### src/rtl/core/nlr_pkg.sv
// Shared types and constants of the numeric literal recognizer.
package nlr_pkg;

  localparam int unsigned CharW = 8;

  localparam logic [CharW-1:0] ChPlus  = 8'h2B;
  localparam logic [CharW-1:0] ChMinus = 8'h2D;
  localparam logic [CharW-1:0] ChDot   = 8'h2E;
  localparam logic [CharW-1:0] ChLowE  = 8'h65;
  localparam logic [CharW-1:0] ChUpE   = 8'h45;
  localparam logic [CharW-1:0] ChZero  = 8'h30;
  localparam logic [CharW-1:0] ChNine  = 8'h39;
  localparam logic [CharW-1:0] ChSpace = 8'h20;
  localparam logic [CharW-1:0] ChTab   = 8'h09;
  localparam logic [CharW-1:0] ChCr    = 8'h0D;

  typedef logic [CharW-1:0] char_t;

  typedef enum logic [2:0] {
    PH_LEAD    = 3'd0,
    PH_BODY    = 3'd1,
    PH_EXPSIGN = 3'd2,
    PH_TRAIL   = 3'd3,
    PH_REJECT  = 3'd4
  } phase_t;

  typedef struct packed {
    logic is_ws;
    logic is_sign;
    logic is_digit;
    logic is_dot;
    logic is_exp;
  } char_class_t;

  typedef struct packed {
    phase_t phase;
    logic   digit_seen;
    logic   dot_seen;
    logic   exponent_seen;
  } scan_state_t;

  localparam scan_state_t ScanReset = '{
    phase: PH_LEAD, digit_seen: 1'b0, dot_seen: 1'b0, exponent_seen: 1'b0
  };

endpackage

### src/rtl/core/nlr_ifs.sv
// Valid/ready channel interfaces for the byte input and the verdict output.
interface nlr_in_if;
  logic                 valid;
  logic                 ready;
  logic [7:0]           character;
  logic                 end_marker;

  modport source (output valid, output character, output end_marker, input ready);
  modport sink   (input valid, input character, input end_marker, output ready);
endinterface

interface nlr_out_if;
  logic valid;
  logic ready;
  logic is_number;

  modport source (output valid, output is_number, input ready);
  modport sink   (input valid, input is_number, output ready);
endinterface

### src/rtl/core/nlr_classify.sv
// Byte classifier: decodes one character into the classes the scanner uses.
module nlr_classify (
  input  nlr_pkg::char_t      char_i,
  output nlr_pkg::char_class_t cls_o
);
  import nlr_pkg::*;

  always_comb begin
    cls_o.is_ws    = (char_i inside {[ChTab:ChCr], ChSpace});
    cls_o.is_sign  = (char_i inside {ChPlus, ChMinus});
    cls_o.is_digit = (char_i inside {[ChZero:ChNine]});
    cls_o.is_dot   = (char_i == ChDot);
    cls_o.is_exp   = (char_i inside {ChLowE, ChUpE});
  end

endmodule

### src/rtl/core/nlr_scan.sv
// Scanner state machine: tracks phase and seen flags, gives the verdict.
module nlr_scan (
  input  logic                 clk,
  input  logic                 rst_n,
  input  logic                 step_i,
  input  logic                 end_i,
  input  nlr_pkg::char_class_t cls_i,
  output logic                 verdict_o
);
  import nlr_pkg::*;

  scan_state_t st_r;
  scan_state_t st_nxt;

  // Mantissa or exponent byte.
  function automatic scan_state_t body_byte(scan_state_t s, char_class_t c);
    scan_state_t n;
    n = s;
    if (c.is_digit) begin
      n.digit_seen = 1'b1;
      n.phase      = PH_BODY;
    end else if (c.is_dot && !s.dot_seen && !s.exponent_seen) begin
      n.dot_seen = 1'b1;
      n.phase    = PH_BODY;
    end else if (c.is_exp && !s.exponent_seen && s.digit_seen) begin
      n.exponent_seen = 1'b1;
      n.digit_seen    = 1'b0;
      n.phase         = PH_EXPSIGN;
    end else if (c.is_ws) begin
      n.phase = PH_TRAIL;
    end else begin
      n.phase = PH_REJECT;
    end
    return n;
  endfunction

  // Next state.
  always_comb begin
    st_nxt = st_r;
    if (step_i) begin
      if (end_i) begin
        st_nxt = ScanReset;
      end else begin
        case (st_r.phase)
          PH_LEAD: begin
            if (cls_i.is_ws) begin
              st_nxt = st_r;
            end else if (cls_i.is_sign) begin
              st_nxt.phase = PH_BODY;
            end else begin
              st_nxt = body_byte(st_r, cls_i);
            end
          end
          PH_BODY: begin
            st_nxt = body_byte(st_r, cls_i);
          end
          PH_EXPSIGN: begin
            if (cls_i.is_sign) begin
              st_nxt.phase = PH_BODY;
            end else begin
              st_nxt = body_byte(st_r, cls_i);
            end
          end
          PH_TRAIL: begin
            if (!cls_i.is_ws) begin
              st_nxt.phase = PH_REJECT;
            end
          end
          default: begin
            st_nxt.phase = PH_REJECT;
          end
        endcase
      end
    end
  end

  // Outputs.
  always_comb begin
    verdict_o = (st_r.phase != PH_REJECT) && st_r.digit_seen;
  end

  always_ff @(posedge clk) begin
    if (!rst_n) begin
      st_r <= ScanReset;
    end else begin
      st_r <= st_nxt;
    end
  end

  a_end_clears: assert property (@(posedge clk) disable iff (!rst_n)
    step_i && end_i |=> st_r == ScanReset)
    else $error("terminator did not clear scanner state");

  a_reject_sticks: assert property (@(posedge clk) disable iff (!rst_n)
    st_r.phase == PH_REJECT && !(step_i && end_i) |=> st_r.phase == PH_REJECT)
    else $error("rejected string left the reject phase before terminator");

  a_idle_holds: assert property (@(posedge clk) disable iff (!rst_n)
    !step_i |=> $stable(st_r))
    else $error("scanner state moved without a step");

  a_exp_clears_digit: assert property (@(posedge clk) disable iff (!rst_n)
    st_r.phase == PH_EXPSIGN |-> st_r.exponent_seen && !st_r.digit_seen)
    else $error("exponent phase with inconsistent flags");

endmodule

### src/rtl/core/numeric_literal_recognizer_core.sv
// Numeric literal recognizer top level: input register, scanner, verdict register.
// A terminator accepted on in_ch passes the input register, then loads the verdict register that drives out_ch.
// Throughput: one byte per cycle except while a terminator stalls; the scanner takes one step per advanced byte.
// A terminator stalls the input only while the verdict register is still full and not taken.
// Reset (rst_n low, synchronous) empties both registers and returns the scanner to the
// leading whitespace phase with all seen flags cleared.
module numeric_literal_recognizer_core (
  input  logic             clk,
  input  logic             rst_n,
  nlr_in_if.sink           in_ch,
  nlr_out_if.source        out_ch
);
  import nlr_pkg::*;

  // Input register stage.
  logic        s1_valid_r;
  logic        s1_valid_nxt;
  char_t       s1_char_r;
  char_t       s1_char_nxt;
  logic        s1_end_r;
  logic        s1_end_nxt;

  // Verdict register stage.
  logic        out_valid_r;
  logic        out_valid_nxt;
  logic        out_num_r;
  logic        out_num_nxt;

  logic        in_fire;
  logic        s1_fire;
  logic        verdict;
  char_class_t cls;

  // Advance the held byte unless it is a terminator facing a full verdict register.
  assign s1_fire  = s1_valid_r && (!s1_end_r || !out_valid_r || out_ch.ready);
  assign in_ch.ready = !s1_valid_r || s1_fire;
  assign in_fire  = in_ch.valid && in_ch.ready;

  nlr_classify u_classify (
    .char_i (s1_char_r),
    .cls_o  (cls)
  );

  // The scanner state reflects every earlier byte, so the verdict is read as
  // the terminator advances and the state clears in the same cycle.
  nlr_scan u_scan (
    .clk       (clk),
    .rst_n     (rst_n),
    .step_i    (s1_fire),
    .end_i     (s1_end_r),
    .cls_i     (cls),
    .verdict_o (verdict)
  );

  always_comb begin
    s1_valid_nxt = s1_valid_r;
    s1_char_nxt  = s1_char_r;
    s1_end_nxt   = s1_end_r;
    if (in_fire) begin
      s1_valid_nxt = 1'b1;
      s1_char_nxt  = in_ch.character;
      s1_end_nxt   = in_ch.end_marker;
    end else if (s1_fire) begin
      s1_valid_nxt = 1'b0;
    end
  end

  always_comb begin
    out_valid_nxt = out_valid_r;
    out_num_nxt   = out_num_r;
    if (s1_fire && s1_end_r) begin
      // Load a fresh verdict; the old one is either gone or taken this cycle.
      out_valid_nxt = 1'b1;
      out_num_nxt   = verdict;
    end else if (out_ch.ready) begin
      out_valid_nxt = 1'b0;
    end
  end

  always_ff @(posedge clk) begin
    if (!rst_n) begin
      s1_valid_r  <= 1'b0;
      out_valid_r <= 1'b0;
    end else begin
      s1_valid_r  <= s1_valid_nxt;
      out_valid_r <= out_valid_nxt;
    end
  end

  // Payload registers hold without reset.
  always_ff @(posedge clk) begin
    s1_char_r <= s1_char_nxt;
    s1_end_r  <= s1_end_nxt;
    out_num_r <= out_num_nxt;
  end

  assign out_ch.valid     = out_valid_r;
  assign out_ch.is_number = out_num_r;

endmodule
### src/flat_wrapper.sv
// flat-port wrapper written by rule: the top's interface ports become plain ports
module numeric_literal_recognizer_core_flat import nlr_pkg::*;
  (clk, rst_n, in_ch_valid, in_ch_character, in_ch_end_marker, in_ch_ready, out_ch_valid, out_ch_is_number, out_ch_ready);
  nlr_in_if in_ch_i ();
  nlr_out_if out_ch_i ();
  input  logic clk;
  input  logic rst_n;
  input wire logic [$bits(in_ch_i.valid)-1:0] in_ch_valid;
  input wire logic [$bits(in_ch_i.character)-1:0] in_ch_character;
  input wire logic [$bits(in_ch_i.end_marker)-1:0] in_ch_end_marker;
  output wire logic [$bits(in_ch_i.ready)-1:0] in_ch_ready;
  output wire logic [$bits(out_ch_i.valid)-1:0] out_ch_valid;
  output wire logic [$bits(out_ch_i.is_number)-1:0] out_ch_is_number;
  input wire logic [$bits(out_ch_i.ready)-1:0] out_ch_ready;
  assign in_ch_i.valid = in_ch_valid;
  assign in_ch_i.character = in_ch_character;
  assign in_ch_i.end_marker = in_ch_end_marker;
  assign in_ch_ready = in_ch_i.ready;
  assign out_ch_valid = out_ch_i.valid;
  assign out_ch_is_number = out_ch_i.is_number;
  assign out_ch_i.ready = out_ch_ready;
  numeric_literal_recognizer_core u_core (.clk(clk), .rst_n(rst_n), .in_ch(in_ch_i), .out_ch(out_ch_i));
endmodule
### config.mk
export PLATFORM = sky130hd
export DESIGN_NAME = numeric_literal_recognizer_core_flat
export DESIGN_NICKNAME = d
export VERILOG_FILES = /design/src/rtl/core/nlr_pkg.sv /design/src/rtl/core/nlr_ifs.sv /design/src/rtl/core/nlr_classify.sv /design/src/rtl/core/nlr_scan.sv /design/src/rtl/core/numeric_literal_recognizer_core.sv /design/src/flat_wrapper.sv
export SDC_FILE = /design/constraint.sdc
export NUM_CORES = 1
export LEC_CHECK = 0
export BUFFER_PORTS_ARGS = -buffer_cell sky130_fd_sc_hd__clkbuf_2
export CORE_MARGIN = 8
export CORE_UTILIZATION = 60
export CTS_BUF_LIST = sky130_fd_sc_hd__clkbuf_2 sky130_fd_sc_hd__clkbuf_4 sky130_fd_sc_hd__clkbuf_8
export DETAILED_ROUTE_END_ITERATION = 12
export PLACE_DENSITY = 0.94
export SYNTH_ARGS = -nofsm -noshare
export SYNTH_HDL_FRONTEND = slang
export SYNTH_SLANG_ARGS = --single-unit
### constraint.sdc
create_clock -name clk -period 3.23 [get_ports clk]
set_input_delay 0.1615 -clock clk [delete_from_list [all_inputs] [get_ports clk]]
set_output_delay 0.1615 -clock clk [all_outputs]
set_load 0.03 [all_outputs]
# Yosys cells after proc, flatten, opt, wreduce, memory -nomap -nowiden
# Index checks and enable logic that the tools add are counted.
totals:
  out_inout_bits: 3
  wordCells: 80
  input_bits: 13
  reg_bits: 18
op_classes:
  n_mux: 26
  reduce_logical: 27
  magnitude_cmp: 4
  n_eq_ne: 14
op_table:
  columns: ["cell", "count"]
  rows:
  - ["== test 8 x 6 -> 1 bit (second input constant)", 4]
  - ["2-to-1 mux 3 bit", 10]
  - ["== test 8 x 7 -> 1 bit (second input constant)", 2]
  - ["2-to-1 mux 6 bit", 2]
  - ["inequality test 3 x 2 -> 1 bit (second input constant)", 4]
  - ["one-hot mux 3 bit (4 select lines)", 1]
  - ["logical AND 1 bit", 10]
  - ["nonzero test 2 bit", 5]
  - ["2-to-1 mux 1 bit", 9]
  - ["one-hot mux 3 bit (3 select lines)", 1]
  - ["greater-or-equal comparator 8 x 4 -> 1 bit (second input constant)", 1]
  - ["greater-or-equal comparator 8 x 6 -> 1 bit (second input constant)", 1]
  - ["<= comparator 8 x 4 -> 1 bit (second input constant)", 1]
  - ["<= comparator 8 x 6 -> 1 bit (second input constant)", 1]
  - ["2-to-1 mux 4 bit", 2]
  - ["== test 3 x 2 -> 1 bit (second input constant)", 2]
  - ["logical NOT 1 bit", 5]
  - ["AND reduction 5 bit", 1]
  - ["nonzero test 4 bit", 1]
  - ["== test 3 x 1 -> 1 bit (second input constant)", 1]
  - ["logical NOT 3 bit", 1]
  - ["logical OR 1 bit", 3]
  - ["inequality test 3 bit (second input constant)", 1]
  - ["AND reduction 3 bit", 1]
  - ["2-to-1 mux 2 bit", 1]

# Logic depth before layout (Yosys ltp)
# Gate-level depths: netlist of run 1.
logic_depth:
  depth_word: 11
  depth_mapped: 5
  depth_no_buf: 5

# Cells and area by module
# A second synthesis of run 1 with hierarchy kept.
unflattened:
  cells_unflattened: 98
  area_unflattened_um2: 1031.0
by_module_without_submodules:
  columns: ["module", "instances", "cells_per_inst", "area_each_um2", "seq_area_each_um2"]
  rows:
  - ["nlr_scan", 1, 57, 480.5, 120.1]
  - ["numeric_literal_recognizer_core", 1, 22, 417.9, 340.3]
  - ["nlr_classify", 1, 19, 132.6, 0.0]

# Worst setup path after synthesis of run 1
# Ideal clock, no wire load.
synth_path:
  path_type: "register to register"
  from: "register u_core.s1_char_r[1]"
  to: "register u_core.u_scan.st_r[0] (netlist bit)"
  path_stages_with_launch: 6
  setup_ns: 0.087
  path_slack_ns: 1.483
  synth_period_minus_slack_ns: 1.747
  t_arrival_ns: 1.660
  t_required_ns: 3.143
  n_path_buf: 0
  path_cell_list: "edfxtp_1 or3_1 nand4_2 a21oi_2 or4_1 o31ai_1"
synth_via:
  elab_chain_cells: 11
  elab_cells_between_ends: 31
  cone_classes: "4 x order compare; 9 x eq/ne; 8 x mux; 10 x reduce/logical"
synth_lines:
  columns: ["item", "line", "source"]
  rows:
  - ["start, declared", "numeric_literal_recognizer_core.sv:18", "char_t s1_char_r;"]
  - ["start signal, assigned", "numeric_literal_recognizer_core.sv:92", "s1_char_r <= s1_char_nxt;"]
  - ["== test 8 x 7 -> 1 bit", "nlr_classify.sv:13", "cls_o.is_exp = (char_i inside {ChLowE, ChUpE});"]
  - ["nonzero test 2 bit", "nlr_classify.sv:13", null]
  - ["logical AND 1 bit (2 in a row)", "nlr_scan.sv:25", "end else if (c.is_exp && !s.exponent_seen && s.digit_seen) begin"]
  - ["2-to-1 mux 1 bit (2 in a row)", null, null]
  - ["2-to-1 mux 2 bit", null, null]
  - ["2-to-1 mux 3 bit", null, null]
  - ["2-to-1 mux 6 bit", null, null]
  - ["one-hot mux 3 bit (3 select lines)", null, null]
  - ["2-to-1 mux 6 bit", null, null]
  - ["end signal, assigned", "nlr_scan.sv:84", "st_r <= ScanReset;"]
  - ["end signal, assigned", "nlr_scan.sv:86", "st_r <= st_nxt;"]
  - ["end, declared", "nlr_scan.sv:12", "scan_state_t st_r;"]
# Parallel ways exist; a longest one is shown, timed or not. The select of a mux whose other input is x is not followed.
# A chain may end at the register's enable or synchronous reset.

# Worst setup path after layout of run 1
layout_path:
  from: "register u_core.s1_char_r[1]"
  to: "register u_core.u_scan.st_r[1] (netlist bit)"
layout_via:
  elab_chain_cells: 9
  elab_cells_between_ends: 25
  cone_classes: "4 x order compare; 7 x eq/ne; 7 x mux; 7 x reduce/logical"
layout_lines:
  columns: ["item"]
  rows:
  - ["parallel branches: the longest is 9 deep, another holds greater-or-equal comparator 8 x 6 -> 1 bit"]
# Several ways; the timed one is not identified. The select of a mux whose other input is x is not followed.

==> results.json, run 1 <==
{
  "status": "finished clean",
  "drcViolationCount": 0,
  "cts_hold_buf": 0,
  "path_class": "flop to flop",
  "r2r_start": "u_core.s1_char_r[1]",
  "drv_cap": 0,
  "gr-total-overflow": 0,
  "die_area_sq_um": 3000,
  "gp_congestion": 0.893,
  "ys_ff_latch": 18,
  "grt_max_degree": 11,
  "ys_seq_area_share_pct": 51.0,
  "hp-start": "in_ch_character[1]",
  "synth_adder_area_share_pct": 0,
  "wl_per_cell_um": 14.6,
  "synth_xor_area_share_pct": 0.971,
  "crit_path_start": "u_core.s1_char_r[1]",
  "cts_tree": "built",
  "antenna_found_initial": 0,
  "endpoint_kind": "flop",
  "synth_edf_count": 10,
  "switchingPower_w": 0.0000935,
  "post-cts-setup-buffers": 0,
  "core_region_area_sq_um": 1450,
  "fillers": 118,
  "path_max_fanout": 6,
  "drive_gt1_share_pct": 20.2,
  "yosysUniqueCellTypes": 32,
  "numCtsBuffers": 3,
  "crit_path_start_kind": "flop",
  "synth_top_family_by_area": "simple AND/OR/NAND/NOR gates",
  "drv_slew": 0,
  "layout_commonest_cell": "clkbuf_2",
  "vias": 787,
  "die_w_um": 54.8,
  "rows": 14,
  "via_per_inst": 6.05,
  "finalPower_w": 0.000415,
  "worst_pin_slew_ns": 0.871,
  "grtUsageTotal_pct": 14.3,
  "async_flop_share_pct": 0,
  "hold_class": "primary input to flop",
  "clock.fmax_mhz": 531,
  "yosysWarningCount": 0,
  "power_density_nw_per_um2": 406,
  "fin_crit_ns": 1.88,
  "worstPathRequired_ns": 3.43,
  "htree_levels": 1,
  "synth_compound_area_share_pct": 17.5,
  "clkSinkCount": 18,
  "seq_area_sq_um": 460,
  "internal_power_w": 0.000322,
  "layout.nets": 128,
  "insertedDiodeCount": 0,
  "synth_flop_cell": "edfxtp_1",
  "drt_iter0_markers": 52,
  "io_pins": 16,
  "fin_crit_sh_pct": 58.3,
  "fin_skew_ns": 0.00570,
  "worstPathArrival_ns": 2.09,
  "finalHoldViolCount": 0,
  "synth_area_sq_um": 902,
  "grt_pass1_wl_um": 3170,
  "place_hpwl_um": 1490,
  "wl_um": 1890,
  "path_clk_slew_ns": 0.10,
  "cellLeakagePower_nw": 0.396,
  "multiInputGateArea_sq_um": 419,
  "synth_fp_nets": 109,
  "reg2regPathDepth": 5,
  "finalSetupTns_ns": 0,
  "power_switching_share_pct": 22.5,
  "fin_ws_ns": 1.35,
  "synth_area_per_cell_sq_um": 9.40,
  "final_cell_mix": "clkbuf_2, nand2_1, nor2_1, edfxtp_1, dfxtp_1",
  "detail_route.first_pass.iterations": 4,
  "clock_latency_ns": 0.28,
  "cts_resized": 0,
  "port_buffers": 15,
  "die_y_um": 54.8,
  "synthSimpleGateAreaFrac_pct": 28.0,
  "combinationalPowerShare_pct": 7.8,
  "syn_to_final_growth_pct": 13.5,
  "rsz0062_at_grt": "no",
  "grt_pass1_vias": 782,
  "clock_path_buffers": 2,
  "synth.area.mux_share_pct": 0,
  "ir_worst_vdd_uv": 421,
  "cts_root_buf": "clkbuf_4",
  "slew_headroom_pct": 41.6,
  "preCtsSetupSlack_ns": 1.40,
  "synthesis.instances": 96,
  "ant_nets": 0,
  "whs_path_depth": 1,
  "pwr-share-seq_pct": 62.8,
  "final-setup-viol-count": 0,
  "reg2reg_setup_slack_ns": 1.35,
  "initial_utilization_pct": 62.0,
  "clkPwrFrac_pct": 29.4
}
logic make-up after synthesis:
family / count (synthesis)
flops: 18
xor+xnor: 1
compound gates: 22
simple gates: 49
buf+inv: 6
final cells by class:
class | instances | share of cell area [%]
Timing Repair Buffer | 15 | 7.33
Clock buffer | 4 | 2.93
Sequential cell | 18 | 45.0
Multi-Input combinational cell | 72 | 41.0
Inverter | 5 | 1.83
Tap cell | 16 | 1.96
metrics by stage:
| stage | util [%] | hold slack [ns] | std cells | area [sq um] |
|---|---|---|---|---|
| 5_1_grt | 70.4 | 0.0309 | 130 | 1020 |
| 4_1_cts | 70.4 | 0.0405 | 130 | 1020 |
| 6_report | 70.4 | 0.0447 | 130 | 1020 |
| 2_1_floorplan | - | 0.260 | 96 | 902 |
| 3_5_place_dp | 68.3 | 0.340 | 126 | 993 |
| 3_3_place_gp | 68.3 | 0.338 | 126 | 993 |
registers in the layout (all words and copies together), names as in the netlist:
register                 cells
u_core.s1_char_r             8
u_core.out_ch.valid          1
u_core.s1_end_r              1
u_core.s1_valid_r            1
u_core.out_ch.is_number      1
u_core.u_scan.st_r           6
synthesized netlist by cell type, drive strengths merged (2+ instances only):
master    n  share of area, %
nand3     4               2.2
edfxtp   10                33
nor2b     5               3.5
inv       5               2.1
nor2     10               4.2
or3       2               1.4
o31ai     3               2.5
o2bb2ai   2               1.9
o31a      2               1.9
nand2    13               5.4
or2       2               1.4
nand4     4               3.5
a31oi     2               1.4
dfxtp     8                18
a21boi    2               1.7
nor3      2               1.1
nor4      2               1.4
o21ai     3               1.7
a21oi     4               2.6
final timing paths:
check / to
max: u_core.u_scan.st_r[1]
min: u_core.s1_char_r[1]
min reg2reg: u_core.u_scan.st_r[1]
max reg2reg: u_core.u_scan.st_r[1]
worst max-delay path, cell delays in order (launching register included):
cell	delay, ns
edfxtp_1	0.48
or3_1	0.41
nand4_2	0.13
a21oi_2	0.08
or4_1	0.50
o31ai_1	0.20
layer usage:
layer  part of all wire [%]  global-route usage (%)  vias up
met5                      0                       0        -
met4                   0.69                    3.69        0
met3                    5.7                    4.08        2
met2                     50                    25.5       24
met1                     44                    16.1      367
li1                       -                       -      394
power by group through the flow:
stage / clock [W] / combinational, W / sequential, W
after floorplan: 0 / 0.0000190 / 0.000264
after global placement: 0 / 0.0000312 / 0.000264
after detailed placement: 0 / 0.0000321 / 0.000265
after CTS: 0.000124 / 0.0000324 / 0.000260
after global routing: 0.000134 / 0.0000363 / 0.000262
final: 0.000122 / 0.0000323 / 0.000261
(Power assumes the default switching activity.)
==> run 2: changes to the inputs <==
--- a/config.mk
+++ b/config.mk
@@ -5,12 +5,13 @@
 export SDC_FILE = /design/constraint.sdc
 export NUM_CORES = 1
 export LEC_CHECK = 0
+export ABC_AREA = 1
 export BUFFER_PORTS_ARGS = -buffer_cell sky130_fd_sc_hd__clkbuf_2
 export CORE_MARGIN = 8
-export CORE_UTILIZATION = 60
+export CORE_UTILIZATION = 58
 export CTS_BUF_LIST = sky130_fd_sc_hd__clkbuf_2 sky130_fd_sc_hd__clkbuf_4 sky130_fd_sc_hd__clkbuf_8
 export DETAILED_ROUTE_END_ITERATION = 12
-export PLACE_DENSITY = 0.94
+export PLACE_DENSITY = 0.9
 export SYNTH_ARGS = -nofsm -noshare
 export SYNTH_HDL_FRONTEND = slang
 export SYNTH_SLANG_ARGS = --single-unit
==> constraint.sdc (replaced) <==
create_clock -name clk -period 1.9 [get_ports clk]
set_input_delay 0.095 -clock clk [delete_from_list [all_inputs] [get_ports clk]]
set_output_delay 0.095 -clock clk [all_outputs]
set_load 0.03 [all_outputs]
==> results.json, run 2 <==
{
  "status": "finished clean",
  "die_area_sq_um": 3510,
  "synthTopCellsByCount": "nand2_1, inv_1, nor2_1",
  "insertedDiodeCount": 0,
  "path_class": "flop to flop",
  "ant_nets": 0,
  "clkSinkCount": 18,
  "ir_worst_vdd_uv": 542,
  "io_pins": 16,
  "layout.nets": 196,
  "drcViolationCount": 0,
  "cts_root_buf": "clkbuf_4",
  "hold_class": "primary input to flop",
  "ys_seq_area_share_pct": 42.4,
  "synth_area_per_cell_sq_um": 7.00,
  "grtUsageTotal_pct": 18.7,
  "die_y_um": 59.2,
  "grt_pass1_wl_um": 4860,
  "clock.fmax_mhz": 633,
  "slew_headroom_pct": 73.1,
  "path_max_fanout": 7,
  "gp_congestion": 0.885,
  "port_buffers": 15,
  "final_cell_mix": "nand2_1, inv_1, nor2_1",
  "finalHoldViolCount": 0,
  "worstPathRequired_ns": 2.15,
  "post-cts-setup-buffers": 0,
  "synth_top_area_cell": "edfxtp_1",
  "initial_utilization_pct": 62.2,
  "gr-total-overflow": 0,
  "fin_crit_ns": 1.58,
  "cts_hold_buf": 9,
  "place_hpwl_um": 1780,
  "drv_slew": 0,
  "largest_reg_flops": 8,
  "cts_tree": "built",
  "synth_area_sq_um": 1080,
  "core_region_area_sq_um": 1750,
  "rsz0062_at_grt": "no",
  "clock_path_buffers": 2,
  "async_flop_share_pct": 0,
  "clock_latency_ns": 0.31,
  "power_density_nw_per_um2": 600,
  "grt_max_degree": 11,
  "final-setup-viol-count": 0,
  "endpoint_kind": "flop",
  "finalSetupTns_ns": 0,
  "antenna_found_initial": 0,
  "largest-register": "u_core.s1_char_r",
  "layout_commonest_cell": "nand2_1",
  "synth_edf_count": 10,
  "fin_skew_ns": 0.00289,
  "crit_path_start_kind": "flop",
  "crit_path_start": "u_core.s1_char_r[2]",
  "numCtsBuffers": 3,
  "syn_to_final_growth_pct": 20.4,
  "htree_levels": 1,
  "synthesis.instances": 155,
  "synth_flop_cell": "edfxtp_1",
  "fin_area_sq_um": 1310,
  "die_w_um": 59.2,
  "synth_area_leaders": "edfxtp_1, nand2_1, dfxtp_1",
  "synth_fp_nets": 168,
  "postPlaceCellArea_sq_um": 1190,
  "synth_top_area_share_pct": 27.7,
  "via_per_inst": 5.50,
  "drv_cap": 0,
  "grt_pass1_vias": 1111,
  "cts_resized": 0,
  "reg2reg_setup_slack_ns": 0.32,
  "critPathCapture": "u_core.u_scan.st_r[0]",
  "worstPathArrival_ns": 1.83,
  "drive_gt1_share_pct": 19.8,
  "reg_top3": "u_core.s1_char_r x8, u_core.u_scan.st_r x6",
  "yosysMostFrequentCell": "nand2_1",
  "cellLeakagePower_nw": 0.627,
  "yosysWarningCount": 0,
  "reg2reg_to": "u_core.u_scan.st_r[0]",
  "fin_crit_sh_pct": 83.2,
  "yosysUniqueCellTypes": 22,
  "r2r_start": "u_core.s1_char_r[2]",
  "vias": 1138,
  "reg2regPathDepth": 10,
  "detail_route.first_pass.iterations": 5,
  "wl_per_cell_um": 14.5,
  "wl_um": 3000,
  "rows": 15,
  "ys_ff_latch": 18,
  "worst_pin_slew_ns": 0.399,
  "path_clk_slew_ns": 0.11,
  "drt_iter0_markers": 74
}
==> run 2: cell types whose count changed after synthesis, sizes merged, moves of 3 or more <==
| cell | delta |
|---|---|
| a21oi | +9 |
| inv | +19 |
| nand2 | +42 |
| nand3 | +7 |
| nand4 | -3 |
| nor2 | +14 |
| nor2b | -5 |
| o31ai | -3 |
==> run 2: how the worst min path moves through the flow <==
stage	startpoint	end	slack, ns	cells past startpoint
6_report	rst_n	u_core.u_scan.st_r[0]	0.06	3
5_1_grt	rst_n	u_core.out_ch.valid	0.08	3
4_1_cts	rst_n	u_core.u_scan.st_r[0]	0.05	3
3_5_place_dp	in_ch_character[4]	u_core.s1_char_r[4]	0.27	1
3_3_place_gp	in_ch_character[4]	u_core.s1_char_r[4]	0.27	1
2_1_floorplan	in_ch_character[0]	u_core.s1_char_r[0]	0.19	0
==> run 2: critical path, stage by stage, from the launching register on <==
cell,delay (ns)
edfxtp_1,0.50
nand2_2,0.12
nor2_2,0.11
nor2_1,0.07
nand2_2,0.10
nand2_4,0.08
nand2_4,0.09
nand2_2,0.06
a21oi_2,0.16
nand2_1,0.08
a21oi_1,0.14
==> run 2: routing by layer <==
metal | global-route usage (%) | vias up | wire [um]
met4 | 11.6 | 0 | 104
met1 | 19.2 | 515 | 1140
met2 | 31.0 | 69 | 1430
met5 | 0 | - | 0
met3 | 7.59 | 13 | 321
li1 | - | 541 | -
==> run 2: stage by stage <==
step,cells,utilization (%),setup slack (ns),hold slack (ns),total power [W]
after global routing,207,74.8,0.140,0.0807,0.000810
after CTS,207,74.8,0.369,0.0473,0.000774
after detailed placement,194,68.0,0.389,0.274,0.000541
final,207,74.8,0.320,0.0644,0.000783
after global placement,194,68.0,0.425,0.272,0.000536
after floorplan,155,-,0.321,0.194,0.000513
==> run 2: report_power, final <==
part / leakage [nW] / switching (W) / internal, W
combinational: 0.447 / 0.0000633 / 0.0000440
sequential: 0.161 / 0.0000192 / 0.000428
clock: 0.0184 / 0.000133 / 0.0000965
total: 0.627 / 0.000215 / 0.000568
==> run 2: final cells by class <==
class                      instances  area [sq um]
multi-input combinational        111           526
sequential                        18           460
fill                             109           439
timing repair buffer              24           165
inverter                          25          93.8
tap                               25          31.3
clock buffer                       4          30.0
==> run 2: cell families after synthesis <==
| group | count (synthesis) | share of synthesized area, % |
|---|---|---|
| flip-flops | 18 | 42.4 |
| buffers and inverters | 26 | 9.11 |
| AO/OA/AOI/OAI | 18 | 9.80 |
| AND/OR/NAND/NOR | 93 | 38.6 |
==> run 3: changes to the inputs <==
--- a/config.mk
+++ b/config.mk
@@ -8,10 +8,10 @@
 export ABC_AREA = 1
 export BUFFER_PORTS_ARGS = -buffer_cell sky130_fd_sc_hd__clkbuf_2
 export CORE_MARGIN = 8
-export CORE_UTILIZATION = 58
+export CORE_UTILIZATION = 52
 export CTS_BUF_LIST = sky130_fd_sc_hd__clkbuf_2 sky130_fd_sc_hd__clkbuf_4 sky130_fd_sc_hd__clkbuf_8
 export DETAILED_ROUTE_END_ITERATION = 12
-export PLACE_DENSITY = 0.9
+export PLACE_DENSITY = 0.86
 export SYNTH_ARGS = -nofsm -noshare
 export SYNTH_HDL_FRONTEND = slang
 export SYNTH_SLANG_ARGS = --single-unit
==> constraint.sdc (replaced) <==
create_clock -name clk -period 1.3 [get_ports clk]
set_input_delay 0.065 -clock clk [delete_from_list [all_inputs] [get_ports clk]]
set_output_delay 0.065 -clock clk [all_outputs]
set_load 0.03 [all_outputs]
==> results.json, run 3 (synthesis results as in run 2) <==
{
  "numCtsBuffers": 3,
  "wl_um": 3400,
  "grt_pass1_wl_um": 4860,
  "grtUsageTotal_pct": 17.7,
  "final_cell_mix": "nand2_1, inv_1, nor2_1",
  "wl_per_cell_um": 15.4,
  "path_clk_slew_ns": 0.10,
  "drcViolationCount": 0,
  "whs_path_depth": 3,
  "die_area_sq_um": 3800,
  "fin_area_sq_um": 1500,
  "fin_util_pct": 76.3,
  "drive_gt1_share_pct": 36.3,
  "fin_skew_ns": 0.00424,
  "worstPathRequired_ns": 1.55,
  "reg2reg_to": "u_core.u_scan.st_r[2]",
  "crit_path_start": "u_core.s1_char_r[2]",
  "cts_root_buf": "clkbuf_4",
  "htree_levels": 1,
  "cts_tree": "built",
  "worstPathArrival_ns": 1.87,
  "rows": 16,
  "syn_to_final_growth_pct": 38.1,
  "rsz0062_at_grt": "yes",
  "grt_max_degree": 11,
  "path_max_fanout": 7,
  "reg2reg_setup_slack_ns": -0.33,
  "antenna_found_initial": 0,
  "endpoint_kind": "flop",
  "whs_ns": 0.00811,
  "fillers": 124,
  "initial_utilization_pct": 55.3,
  "drv_cap": 0,
  "worst_pin_slew_ns": 0.340,
  "largest_reg_flops": 8,
  "reg2regPathDepth": 7,
  "gp_congestion": 0.852,
  "core_region_area_sq_um": 1960,
  "largest-register": "u_core.s1_char_r",
  "seq_area_sq_um": 462,
  "gr-total-overflow": 0,
  "port_buffers": 15,
  "hold_class": "primary input to flop",
  "io_pins": 16,
  "detail_route.first_pass.iterations": 4,
  "preCtsSetupSlack_ns": -0.161,
  "postPlaceCellArea_sq_um": 1280,
  "cellLeakagePower_nw": 0.687,
  "ir_worst_vdd_uv": 863,
  "via_per_inst": 5.40,
  "slew_headroom_pct": 77.3,
  "die_w_um": 61.7,
  "fin_ws_ns": -0.325,
  "grt_pass1_vias": 1100,
  "clock.fmax_mhz": 615,
  "finalHoldViolCount": 0,
  "die_y_um": 61.7,
  "fin_crit_ns": 1.63,
  "drt_iter0_markers": 87,
  "failed_checks": "negative setup slack",
  "ant_nets": 0,
  "finalPower_w": 0.00119,
  "drv_slew": 0,
  "place_hpwl_um": 1950,
  "fin_crit_sh_pct": 125,
  "final-setup-viol-count": 7,
  "clock_path_buffers": 2,
  "status": "finished, violations left",
  "path_class": "flop to flop",
  "crit_path_start_kind": "flop",
  "layout_commonest_cell": "nand2_1",
  "layout.nets": 207,
  "power_density_nw_per_um2": 794,
  "clock_latency_ns": 0.30,
  "r2r_start": "u_core.s1_char_r[2]",
  "critPathCapture": "u_core.u_scan.st_r[2]",
  "insertedDiodeCount": 0,
  "clkSinkCount": 18,
  "vias": 1188,
  "reg_top3": "u_core.s1_char_r x8, u_core.u_scan.st_r x6",
  "multiInputGateArea_sq_um": 614
}
run 3: worst max-delay path, stage by stage (launching register included):
cell and delay (ns):
edfxtp_1 0.53, a21oi_1 0.32, nand3_4 0.13, o21ai_4 0.21
nand2_1 0.08, nand3_1 0.07, nand2_1 0.07, a21oi_2 0.14
run 3: power by group:
group / switching, W / total [W] / leakage (nW) / internal, W
logic: 0.000123 / 0.000212 / 0.506 / 0.0000889
registers: 0.0000292 / 0.000654 / 0.162 / 0.000625
clock network: 0.000182 / 0.000323 / 0.0184 / 0.000141
total: 0.000335 / 0.00119 / 0.687 / 0.000855
run 3: per-layer routing:
metal  wire length, um  track usage [%]
met1              1280             19.1
met2              1720             31.0
met3               309             4.59
met4                79             8.44
met5                 0                0
run 3: worst min-delay path by stage:
stage	startpoint	to	slack, ns
3_5_place_dp	in_ch_character[4]	u_core.s1_char_r[4]	0.24
4_1_cts	rst_n	u_core.out_ch.valid	0.003
5_1_grt	rst_n	u_core.out_ch.valid	0.01
3_3_place_gp	in_ch_character[1]	u_core.s1_char_r[1]	0.24
2_1_floorplan	in_ch_character[0]	u_core.s1_char_r[0]	0.16
6_report	rst_n	u_core.out_ch.valid	0.008
run 3: per-stage QoR:
stage               cells  setup TNS (ns)
floorplan             155         -0.0211
global placement      204          -0.501
detailed placement    204          -0.834
CTS                   218          -0.976
global route          220           -2.17
finish                220           -1.53
run 3: cell type report:
| class | count | share of cell area [%] |
|---|---|---|
| Clock buffer | 4 | 2.01 |
| Inverter | 25 | 6.43 |
| Multi-Input combinational cell | 111 | 41.0 |
| Sequential cell | 18 | 30.8 |
| Tap cell | 27 | 2.26 |
| Timing Repair Buffer | 35 | 17.5 |
run 3: what timing repair did:
| action | in CTS | in global routing |
|---|---|---|
| gates resized for setup | 3 | 22 |
| pin swaps | 3 | 5 |
| hold endpoints to repair | 9 | 0 |
| setup endpoints to repair | 7 | 18 |
| buffers inserted | 1 | 2 |
| hold buffers | 9 | 0 |
